--- config.mk ---
export PLATFORM = sky130hd
export DESIGN_NAME = smallest_enclosing_oriented_box
export DESIGN_NICKNAME = d
export VERILOG_FILES = /design/src/soeb_pkg.sv /design/src/soeb_mul.sv /design/src/smallest_enclosing_oriented_box.sv
export SDC_FILE = /design/constraint.sdc
export NUM_CORES = 2
export LEC_CHECK = 0
export BUFFER_PORTS_ARGS = -buffer_cell sky130_fd_sc_hd__clkbuf_2
export CORE_MARGIN = 2
export CORE_UTILIZATION = 59
export DETAILED_ROUTE_END_ITERATION = 10
export PLACE_DENSITY_LB_ADDON = 0.1
export SYNTH_ARGS = -nofsm -noshare
export SYNTH_HDL_FRONTEND = slang
export SYNTH_SLANG_ARGS = --single-unit
export TNS_END_PERCENT = 100
--- constraint.sdc ---
create_clock -name clk_i -period 11.81 [get_ports clk_i]
set_clock_uncertainty 0.1 [all_clocks]
set_input_delay 2.362 -clock clk_i [delete_from_list [all_inputs] [get_ports clk_i]]
set_output_delay 2.362 -clock clk_i [all_outputs]
set_load 0.005 [all_outputs]
--- src/soeb_pkg.sv ---
// Shared constants, step positions and helper functions for the oriented box selector.
package soeb_pkg;

  localparam int unsigned MaxBoxes = 64;
  localparam int unsigned CntW     = (MaxBoxes > 1) ? $clog2(MaxBoxes) : 1;
  localparam int unsigned IdxW     = 6;

  localparam int unsigned CoordW = 21;
  localparam int unsigned DiffW  = 22;
  localparam int unsigned QuatW  = 16;
  localparam int unsigned SizeW  = 20;
  localparam int unsigned VolW   = 60;
  localparam int unsigned QprodW = 32;
  localparam int unsigned MatW   = 34;
  localparam int unsigned ProdW  = MatW + DiffW;

  localparam logic [1:0] CfgListenerX       = 2'd0;
  localparam logic [1:0] CfgListenerY       = 2'd1;
  localparam logic [1:0] CfgListenerZ       = 2'd2;
  localparam logic [1:0] CfgListenerPresent = 2'd3;

  localparam int unsigned StepW = 5;

  localparam logic [StepW-1:0] StSizeXY   = StepW'(2);
  localparam logic [StepW-1:0] StWw       = StepW'(3);
  localparam logic [StepW-1:0] StXx       = StepW'(4);
  localparam logic [StepW-1:0] StVolLo    = StepW'(5);
  localparam logic [StepW-1:0] StVolHi    = StepW'(6);
  localparam logic [StepW-1:0] StYy       = StepW'(7);
  localparam logic [StepW-1:0] StZz       = StepW'(8);
  localparam logic [StepW-1:0] StXy       = StepW'(9);
  localparam logic [StepW-1:0] StWz       = StepW'(10);
  localparam logic [StepW-1:0] StXz       = StepW'(11);
  localparam logic [StepW-1:0] StWy       = StepW'(12);
  localparam logic [StepW-1:0] StYz       = StepW'(13);
  localparam logic [StepW-1:0] StWx       = StepW'(14);
  localparam logic [StepW-1:0] StRowX     = StepW'(17);
  localparam logic [StepW-1:0] StRowY     = StepW'(20);
  localparam logic [StepW-1:0] StRowZ     = StepW'(23);
  localparam logic [StepW-1:0] StRowEnd   = StepW'(25);
  localparam logic [StepW-1:0] StTestX    = StepW'(20);
  localparam logic [StepW-1:0] StTestY    = StepW'(23);
  localparam logic [StepW-1:0] StLast     = StepW'(26);

  function automatic logic signed [MatW-1:0] ext_mat(input logic signed [QprodW-1:0] v);
    ext_mat = {{(MatW - QprodW){v[QprodW-1]}}, v};
  endfunction

  function automatic logic axis_ok(input logic signed [ProdW-1:0] r,
                                   input logic [SizeW-1:0] size);
    logic [ProdW-1:0] mag;
    logic [ProdW-1:0] lhs;
    logic [ProdW-1:0] rhs;
    mag = r[ProdW-1] ? ProdW'(-r) : ProdW'(r);
    lhs = {mag[ProdW-2:0], 1'b0};
    rhs = {{(ProdW - SizeW - 28){1'b0}}, size, 28'd0};
    axis_ok = (lhs <= rhs);
  endfunction

endpackage

--- src/soeb_mul.sv ---
// Shared signed multiplier with a registered product.
module soeb_mul
  import soeb_pkg::*;
(
  input  logic                    clk_i,
  input  logic signed [MatW-1:0]  a_i,
  input  logic signed [DiffW-1:0] b_i,
  output logic signed [ProdW-1:0] p_o
);

  logic signed [ProdW-1:0] p_q;

  always_ff @(posedge clk_i) begin
    p_q <= ProdW'(a_i * b_i);
  end

  assign p_o = p_q;

endmodule

--- src/smallest_enclosing_oriented_box.sv ---
// Top level of the smallest enclosing oriented box selector.
// Each box beat is taken while the block is idle and then worked on by one shared
// 34 x 22 bit multiplier under a step counter, so no new box is taken until the previous
// one is done. The multiplier forms the box volume (three products), the ten quaternion
// products and the nine rotation products in turn; the containment test and the
// smallest-volume update follow as the rows finish. On the box marked last the result
// beat is loaded into an output register; the next box is taken while it waits.
module smallest_enclosing_oriented_box
  import soeb_pkg::*;
(
  input  logic                     clk_i,
  input  logic                     rst_ni,
  input  logic                     cfg_we_i,
  input  logic [1:0]               cfg_idx_i,
  input  logic [CoordW-1:0]        cfg_data_i,
  input  logic                     box_valid_i,
  output logic                     box_ready_o,
  input  logic signed [CoordW-1:0] box_cx_i,
  input  logic signed [CoordW-1:0] box_cy_i,
  input  logic signed [CoordW-1:0] box_cz_i,
  input  logic signed [QuatW-1:0]  quat_w_i,
  input  logic signed [QuatW-1:0]  quat_x_i,
  input  logic signed [QuatW-1:0]  quat_y_i,
  input  logic signed [QuatW-1:0]  quat_z_i,
  input  logic [SizeW-1:0]         size_x_i,
  input  logic [SizeW-1:0]         size_y_i,
  input  logic [SizeW-1:0]         size_z_i,
  input  logic                     last_box_i,
  output logic                     res_valid_o,
  input  logic                     res_ready_i,
  output logic                     found_o,
  output logic [IdxW-1:0]          box_index_o,
  output logic [VolW-1:0]          volume_x8_o
);

  typedef enum logic {StIdle, StRun} state_e;

  state_e state_q;
  logic [StepW-1:0] step_q;

  logic signed [CoordW-1:0] lx_q, ly_q, lz_q;
  logic present_q;

  logic signed [DiffW-1:0] dx_q, dy_q, dz_q;
  logic signed [QuatW-1:0] qw_q, qx_q, qy_q, qz_q;
  logic [SizeW-1:0] sx_q, sy_q, sz_q;
  logic last_q;

  logic signed [QprodW-1:0] ww_q, xx_q, yy_q, zz_q, xy_q, wz_q, xz_q, wy_q, yz_q, wx_q;
  logic [2*SizeW-1:0] vp_q;
  logic [VolW-1:0] vol_q;
  logic signed [ProdW-1:0] acc_q;
  logic inside_q;

  logic best_valid_q;
  logic [CntW-1:0] best_index_q;
  logic [VolW-1:0] best_volume_q;
  logic [CntW-1:0] count_q;

  logic out_valid_q;
  logic found_q;
  logic [IdxW-1:0] index_q;
  logic [VolW-1:0] volume_q;

  logic signed [MatW-1:0] opa_q, opa_d;
  logic signed [DiffW-1:0] opb_q, opb_d;
  logic signed [ProdW-1:0] prod;

  logic signed [MatW-1:0] r00, r01, r02, r10, r11, r12, r20, r21, r22;

  logic inside_fin;
  logic take;
  logic best_valid_d;
  logic [CntW-1:0] best_index_d;
  logic [VolW-1:0] best_volume_d;
  logic out_free;
  logic stall;
  logic load_res;

  soeb_mul u_mul (
    .clk_i (clk_i),
    .a_i   (opa_q),
    .b_i   (opb_q),
    .p_o   (prod)
  );

  always_comb begin
    r00 = ext_mat(ww_q) + ext_mat(xx_q) - ext_mat(yy_q) - ext_mat(zz_q);
    r11 = ext_mat(ww_q) - ext_mat(xx_q) + ext_mat(yy_q) - ext_mat(zz_q);
    r22 = ext_mat(ww_q) - ext_mat(xx_q) - ext_mat(yy_q) + ext_mat(zz_q);
    r01 = (ext_mat(xy_q) - ext_mat(wz_q)) <<< 1;
    r10 = (ext_mat(xy_q) + ext_mat(wz_q)) <<< 1;
    r02 = (ext_mat(xz_q) + ext_mat(wy_q)) <<< 1;
    r20 = (ext_mat(xz_q) - ext_mat(wy_q)) <<< 1;
    r12 = (ext_mat(yz_q) - ext_mat(wx_q)) <<< 1;
    r21 = (ext_mat(yz_q) + ext_mat(wx_q)) <<< 1;
  end

  // Operand table: one product is started per step.
  always_comb begin
    opa_d = '0;
    opb_d = '0;
    case (step_q)
      5'd0: begin
        opa_d = {{(MatW - SizeW){1'b0}}, sx_q};
        opb_d = {{(DiffW - SizeW){1'b0}}, sy_q};
      end
      5'd1: begin
        opa_d = {{(MatW - QuatW){qw_q[QuatW-1]}}, qw_q};
        opb_d = {{(DiffW - QuatW){qw_q[QuatW-1]}}, qw_q};
      end
      5'd2: begin
        opa_d = {{(MatW - QuatW){qx_q[QuatW-1]}}, qx_q};
        opb_d = {{(DiffW - QuatW){qx_q[QuatW-1]}}, qx_q};
      end
      5'd3: begin
        opa_d = {{(MatW - SizeW){1'b0}}, vp_q[SizeW-1:0]};
        opb_d = {{(DiffW - SizeW){1'b0}}, sz_q};
      end
      5'd4: begin
        opa_d = {{(MatW - SizeW){1'b0}}, vp_q[2*SizeW-1:SizeW]};
        opb_d = {{(DiffW - SizeW){1'b0}}, sz_q};
      end
      5'd5: begin
        opa_d = {{(MatW - QuatW){qy_q[QuatW-1]}}, qy_q};
        opb_d = {{(DiffW - QuatW){qy_q[QuatW-1]}}, qy_q};
      end
      5'd6: begin
        opa_d = {{(MatW - QuatW){qz_q[QuatW-1]}}, qz_q};
        opb_d = {{(DiffW - QuatW){qz_q[QuatW-1]}}, qz_q};
      end
      5'd7: begin
        opa_d = {{(MatW - QuatW){qx_q[QuatW-1]}}, qx_q};
        opb_d = {{(DiffW - QuatW){qy_q[QuatW-1]}}, qy_q};
      end
      5'd8: begin
        opa_d = {{(MatW - QuatW){qw_q[QuatW-1]}}, qw_q};
        opb_d = {{(DiffW - QuatW){qz_q[QuatW-1]}}, qz_q};
      end
      5'd9: begin
        opa_d = {{(MatW - QuatW){qx_q[QuatW-1]}}, qx_q};
        opb_d = {{(DiffW - QuatW){qz_q[QuatW-1]}}, qz_q};
      end
      5'd10: begin
        opa_d = {{(MatW - QuatW){qw_q[QuatW-1]}}, qw_q};
        opb_d = {{(DiffW - QuatW){qy_q[QuatW-1]}}, qy_q};
      end
      5'd11: begin
        opa_d = {{(MatW - QuatW){qy_q[QuatW-1]}}, qy_q};
        opb_d = {{(DiffW - QuatW){qz_q[QuatW-1]}}, qz_q};
      end
      5'd12: begin
        opa_d = {{(MatW - QuatW){qw_q[QuatW-1]}}, qw_q};
        opb_d = {{(DiffW - QuatW){qx_q[QuatW-1]}}, qx_q};
      end
      5'd15: begin opa_d = r00; opb_d = dx_q; end
      5'd16: begin opa_d = r01; opb_d = dy_q; end
      5'd17: begin opa_d = r02; opb_d = dz_q; end
      5'd18: begin opa_d = r10; opb_d = dx_q; end
      5'd19: begin opa_d = r11; opb_d = dy_q; end
      5'd20: begin opa_d = r12; opb_d = dz_q; end
      5'd21: begin opa_d = r20; opb_d = dx_q; end
      5'd22: begin opa_d = r21; opb_d = dy_q; end
      5'd23: begin opa_d = r22; opb_d = dz_q; end
      default: begin
        opa_d = '0;
        opb_d = '0;
      end
    endcase
  end

  always_comb begin
    inside_fin = inside_q && axis_ok(acc_q, sz_q);
    take = inside_fin && (!best_valid_q || (vol_q <= best_volume_q));
    best_valid_d  = take ? 1'b1 : best_valid_q;
    best_index_d  = take ? count_q : best_index_q;
    best_volume_d = take ? vol_q : best_volume_q;
    out_free = !out_valid_q || res_ready_i;
    stall = last_q && !out_free;
    load_res = (state_q == StRun) && (step_q == StLast) && !stall && last_q;
  end

  always_ff @(posedge clk_i) begin
    opa_q <= opa_d;
    opb_q <= opb_d;
    if (state_q == StIdle) begin
      if (box_valid_i) begin
        dx_q <= {box_cx_i[CoordW-1], box_cx_i} - {lx_q[CoordW-1], lx_q};
        dy_q <= {box_cy_i[CoordW-1], box_cy_i} - {ly_q[CoordW-1], ly_q};
        dz_q <= {box_cz_i[CoordW-1], box_cz_i} - {lz_q[CoordW-1], lz_q};
        qw_q <= quat_w_i;
        qx_q <= quat_x_i;
        qy_q <= quat_y_i;
        qz_q <= quat_z_i;
        sx_q <= size_x_i;
        sy_q <= size_y_i;
        sz_q <= size_z_i;
        last_q <= last_box_i;
      end
    end else begin
      case (step_q)
        StSizeXY: vp_q <= prod[2*SizeW-1:0];
        StWw:     ww_q <= prod[QprodW-1:0];
        StXx:     xx_q <= prod[QprodW-1:0];
        StVolLo:  vol_q <= {{(VolW - 2*SizeW){1'b0}}, prod[2*SizeW-1:0]};
        StVolHi:  vol_q <= vol_q + {prod[VolW-SizeW-1:0], {SizeW{1'b0}}};
        StYy:     yy_q <= prod[QprodW-1:0];
        StZz:     zz_q <= prod[QprodW-1:0];
        StXy:     xy_q <= prod[QprodW-1:0];
        StWz:     wz_q <= prod[QprodW-1:0];
        StXz:     xz_q <= prod[QprodW-1:0];
        StWy:     wy_q <= prod[QprodW-1:0];
        StYz:     yz_q <= prod[QprodW-1:0];
        StWx:     wx_q <= prod[QprodW-1:0];
        default: ;
      endcase
      if (step_q == StRowX || step_q == StRowY || step_q == StRowZ) begin
        acc_q <= prod;
      end else if (step_q > StRowX && step_q <= StRowEnd) begin
        acc_q <= acc_q + prod;
      end
      if (step_q == StTestX) begin
        inside_q <= axis_ok(acc_q, sx_q);
      end else if (step_q == StTestY) begin
        inside_q <= inside_q && axis_ok(acc_q, sy_q);
      end
    end
  end

  always_ff @(posedge clk_i or negedge rst_ni) begin
    if (!rst_ni) begin
      state_q       <= StIdle;
      step_q        <= '0;
      lx_q          <= '0;
      ly_q          <= '0;
      lz_q          <= '0;
      present_q     <= 1'b0;
      best_valid_q  <= 1'b0;
      best_index_q  <= '0;
      best_volume_q <= '0;
      count_q       <= '0;
      out_valid_q   <= 1'b0;
      found_q       <= 1'b0;
      index_q       <= '0;
      volume_q      <= '0;
    end else begin
      if (cfg_we_i) begin
        case (cfg_idx_i)
          CfgListenerX:       lx_q <= cfg_data_i;
          CfgListenerY:       ly_q <= cfg_data_i;
          CfgListenerZ:       lz_q <= cfg_data_i;
          CfgListenerPresent: present_q <= cfg_data_i[0];
          default: ;
        endcase
      end
      if (load_res) begin
        out_valid_q <= 1'b1;
      end else if (out_valid_q && res_ready_i) begin
        out_valid_q <= 1'b0;
      end
      case (state_q)
        StIdle: begin
          if (box_valid_i) begin
            state_q <= StRun;
            step_q  <= '0;
          end
        end
        StRun: begin
          if (step_q != StLast) begin
            step_q <= step_q + StepW'(1);
          end else if (!stall) begin
            state_q <= StIdle;
            step_q  <= '0;
            if (last_q) begin
              found_q       <= best_valid_d && present_q;
              index_q       <= (best_valid_d && present_q) ? IdxW'(best_index_d) : '0;
              volume_q      <= (best_valid_d && present_q) ? best_volume_d : '0;
              best_valid_q  <= 1'b0;
              best_index_q  <= '0;
              best_volume_q <= '0;
              count_q       <= '0;
            end else begin
              best_valid_q  <= best_valid_d;
              best_index_q  <= best_index_d;
              best_volume_q <= best_volume_d;
              count_q <= (count_q == CntW'(MaxBoxes - 1)) ? '0 : count_q + CntW'(1);
            end
          end
        end
        default: begin
          state_q <= StIdle;
          step_q  <= '0;
        end
      endcase
    end
  end

  assign box_ready_o = (state_q == StIdle);
  assign res_valid_o = out_valid_q;
  assign found_o     = found_q;
  assign box_index_o = index_q;
  assign volume_x8_o = volume_q;

endmodule

==> out/metrics.csv <==
stage,metric,value,unit
logic_synthesis,syn_nets,10470,
critical_path,crit_chain,nand2_1 -> inv_1 -> fa_1 -> fa_1 -> inv_1 -> fa_1 -> inv_1 -> fa_1 -> fa_1 -> fa_1 -> inv_1 -> fa_1 -> inv_1 -> ha_1 -> a21oi_1 -> o21ai_0 -> a221o_1 -> or3_1 -> o211ai_1 -> a31oi_1 -> a21o_1 -> a21oi_1 -> xnor2_1,
detailed_routing,vias,67830,
critical_path,critical-path-slowest-cell,dfxtp_1,
clock_network,worstSkewPairLatency,790,ps
critical_path,arrival,9310,ps
detailed_routing,wl,269,mm
finish,layout.nets,10677,
run,drv_cap,0,
hold_path,hold_class,flip-flop to flip-flop,
clock_network,clock_tree.root_cell,clkbuf_16,
sta,fin_setup_tns,0,ps
finish,syn_to_final_growth,8.63,%
critical_path,worstPathMaxFanout,20,
logic_synthesis,ys_seq_area_frac,0.313,
grt,grt_pass1_wl,413,mm
logic_synthesis,synthCells,8697,
logic_synthesis,yosysWarningCount,0,
detailed_routing,final_antenna_net_count,0,
critical_path,crit_path_end,u_mul.p_o[55],
floorplan,fp.dieW,390,µm
critical_path,worstPathRequired,12380,ps
critical_path,timing.rr.start,opb_q[1],
sta,setup_viol,0,
critical_path,r2r_end,u_mul.p_o[55],
place,port_buffers,284,
critical_path,worstSetupEndpointType,flip-flop,
grt,grt_max_degree,174,
grt,grt_pass1_vias,68529,
clock_network,clockBufferDepth,3,
critical_path,cpPeakStageDelay,960,ps
sta,finalHoldViolCount,0,
logic_synthesis,synth-async-reset-ratio,0.213,
status,status,finished with violations,
critical_path,crit_start,opb_q[1],
critical_path,worst_path_most_repeated_cell,fa_1,
grt,grt-ovfl-total,0,
floorplan,die_h,390,µm
grt,grt_use_total,0.357,
hold_path,hold_depth,2,
critical_path,critPathKind,flip-flop to flip-flop,
floorplan,initial_core_util,0.595,
detailed_routing,routedWlPerCell,24.6,µm
clock_network,post_cts_resized,0,
logic_synthesis,synth_edf_count,668,
clock_network,clk_transition_reported_paths,70,ps
place,gp_congestion,0.976,
sta,fin_crit,8740,ps
logic_synthesis,synth.avg_cell_area,10.1,µm²
clock_network,cts_made_buffers,112,
finish,drive_above_1_share,0.0807,
detailed_routing,drt_iter0_drc,6457,
logic_synthesis,ys_ff_latch,991,
grt,grt_antenna_before_repair,29,
critical_path,rr_worst_depth,23,
detailed_routing,firstDrtPassIters,9,
sta,rsz0062_at_grt,no,
clock_network,ctsHoldBuffers,0,
sta,tightest_slew,1520,ps
clock_network,cts_tree,done,
finish,final_core_util,0.646,
floorplan,rows,141,
sta,clock.fmax,114,MHz
status,violations,max-slew violations,
floorplan,ios,285,
sta,relSlewSlack,-0.0117,
clock_network,clkSinkCount,991,
clock_network,post_cts_buffers,0,
sta,final_max_slew_viol_count,1,
floorplan,coreArea,148000,µm²
logic_synthesis,ys.flop_type,edfxtp_1,
logic_synthesis,synthDistinctLibCells,90,
detailed_routing,vias_per_cell,6.20,
floorplan,die_area,152000,µm²
detailed_routing,drcViolationCount,0,
critical_path,cp-start-kind,flip-flop,
logic_synthesis,syn_area,88100,µm²
place,hpwl,202,mm
critical_path,r2r_slack,3070,ps
sta,fin_crit_sh,0.740,
clock_network,htree_levels,3,
## placed cells by master, fill, tap and decap left out, drive strengths merged, types with 37 or more instances in the layout
cell type	synthesis	layout
inv	1126	1132
fa	881	881
nand2	828	828
ha	676	676
edfxtp	668	668
a21oi	436	436
clkbuf	289	427
and2	419	419
o21ai	345	345
nor2	311	311
xnor2	271	271
a21o	227	227
dfrtp	211	211
xor2	193	193
buf	40	139
nand4	126	126
nand3	120	120
nor3	118	118
dfxtp	112	112
nor2b	92	92
nand2b	86	86
o21a	78	78
o221ai	78	78
a221o	75	75
a211oi	57	57
o31ai	55	55
a221oi	53	53
and3	51	51
a31oi	49	49
o21bai	47	47
mux2	46	46
o211ai	46	46
clkinv	1	43
a222oi	42	42
or3	40	40
a22oi	37	37
## worst min path at each step
stage / from / to
after floorplan: dx_q[20] / opb_q[20]
after global placement: found_o / found_o
after detailed placement: vp_q[0] / opa_q[0]
after CTS: vp_q[0] / opa_q[0]
after global routing: ly_q[14] / ly_q[14]
final: vp_q[0] / opa_q[0]
## cell usage after synthesis, types with 112 or more instances
cell type  instances  area, µm²
xnor2_1          271       2370
nand3_1          120        601
inv_1           1126       4230
nand2_1          828       3110
nand4_1          126        788
a21o_1           227       1700
dfxtp_1          112       2240
ha_1             676       8460
nor3_1           117        586
and2_1           419       2620
nor2_1           311       1170
clkbuf_1         289       1080
fa_1             881      17600
dfrtp_1          211       5280
a21oi_1          435       2180
o21ai_0          343       1720
xor2_1           193       1690
edfxtp_1         668      20100
## layer usage
| metal | share of wire | global-route usage | up-vias |
|---|---|---|---|
| met2 | 0.45 | 0.550 | 3030 |
| met4 | 0.045 | 0.140 | 22 |
| met3 | 0.097 | 0.0831 | 567 |
| met5 | 0.00051 | 0 | - |
| li1 | - | - | 30445 |
| met1 | 0.41 | 0.490 | 33766 |
## worst max-delay path, delay by kind of cell (launching register included)
family                   cells  cell delay (ps)
XOR/XNOR                     1              140
AND/OR/NAND/NOR              2              590
flip-flops                   1              960
AO/OA/AOI/OAI                7             1510
adder cells (fa/ha/maj)      8             4360
buffers and inverters        5             1020
## layout make-up
| type | count | area (µm²) |
|---|---|---|
| Multi-Input combinational cell | 6250 | 55100 |
| Fill cell | 12001 | 52300 |
| Sequential cell | 991 | 27600 |
| Inverter | 1127 | 4230 |
| Clock buffer | 144 | 3010 |
| Timing Repair Buffer | 422 | 2480 |
| Tap cell | 1930 | 2410 |
| Clock inverter | 64 | 795 |
| Antenna cell | 8 | 20.0 |
## logic make-up after synthesis
| family | Yosys count | share of synthesized area |
|---|---|---|
| xor gates and xnor gates | 464 | 0.0461 |
| muxes | 65 | 0.00804 |
| adders and majority gates | 1557 | 0.296 |
| AOI/OAI and AO/OA | 1827 | 0.141 |
| buffers and inverters | 1456 | 0.0629 |
| and+or+nand+nor | 2337 | 0.133 |
| DFF | 991 | 0.313 |
## stage by stage
stage / area [µm²] / setup WS [ps] / hold slack [ps] / cells
global route: 95700 / 2490 / 417 / 10929
finish: 95700 / 3070 / 394 / 10936
global placement: 91800 / 3200 / 362 / 10720
floorplan: 88100 / 277 / 339 / 8697
CTS: 95700 / 3020 / 387 / 10928
detailed placement: 91800 / 3060 / 372 / 10720
## registers in the layout (all words and copies together), names as in the netlist, 34 cells and up
name,count
volume_x8_o,60
vp_q,40
vol_q,60
u_mul.p_o,56
opa_q,34
best_volume_q,60
acc_q,56
Power is not shown: default switching activity piles up to over one toggle a cycle in this logic, so the estimate is an artifact.
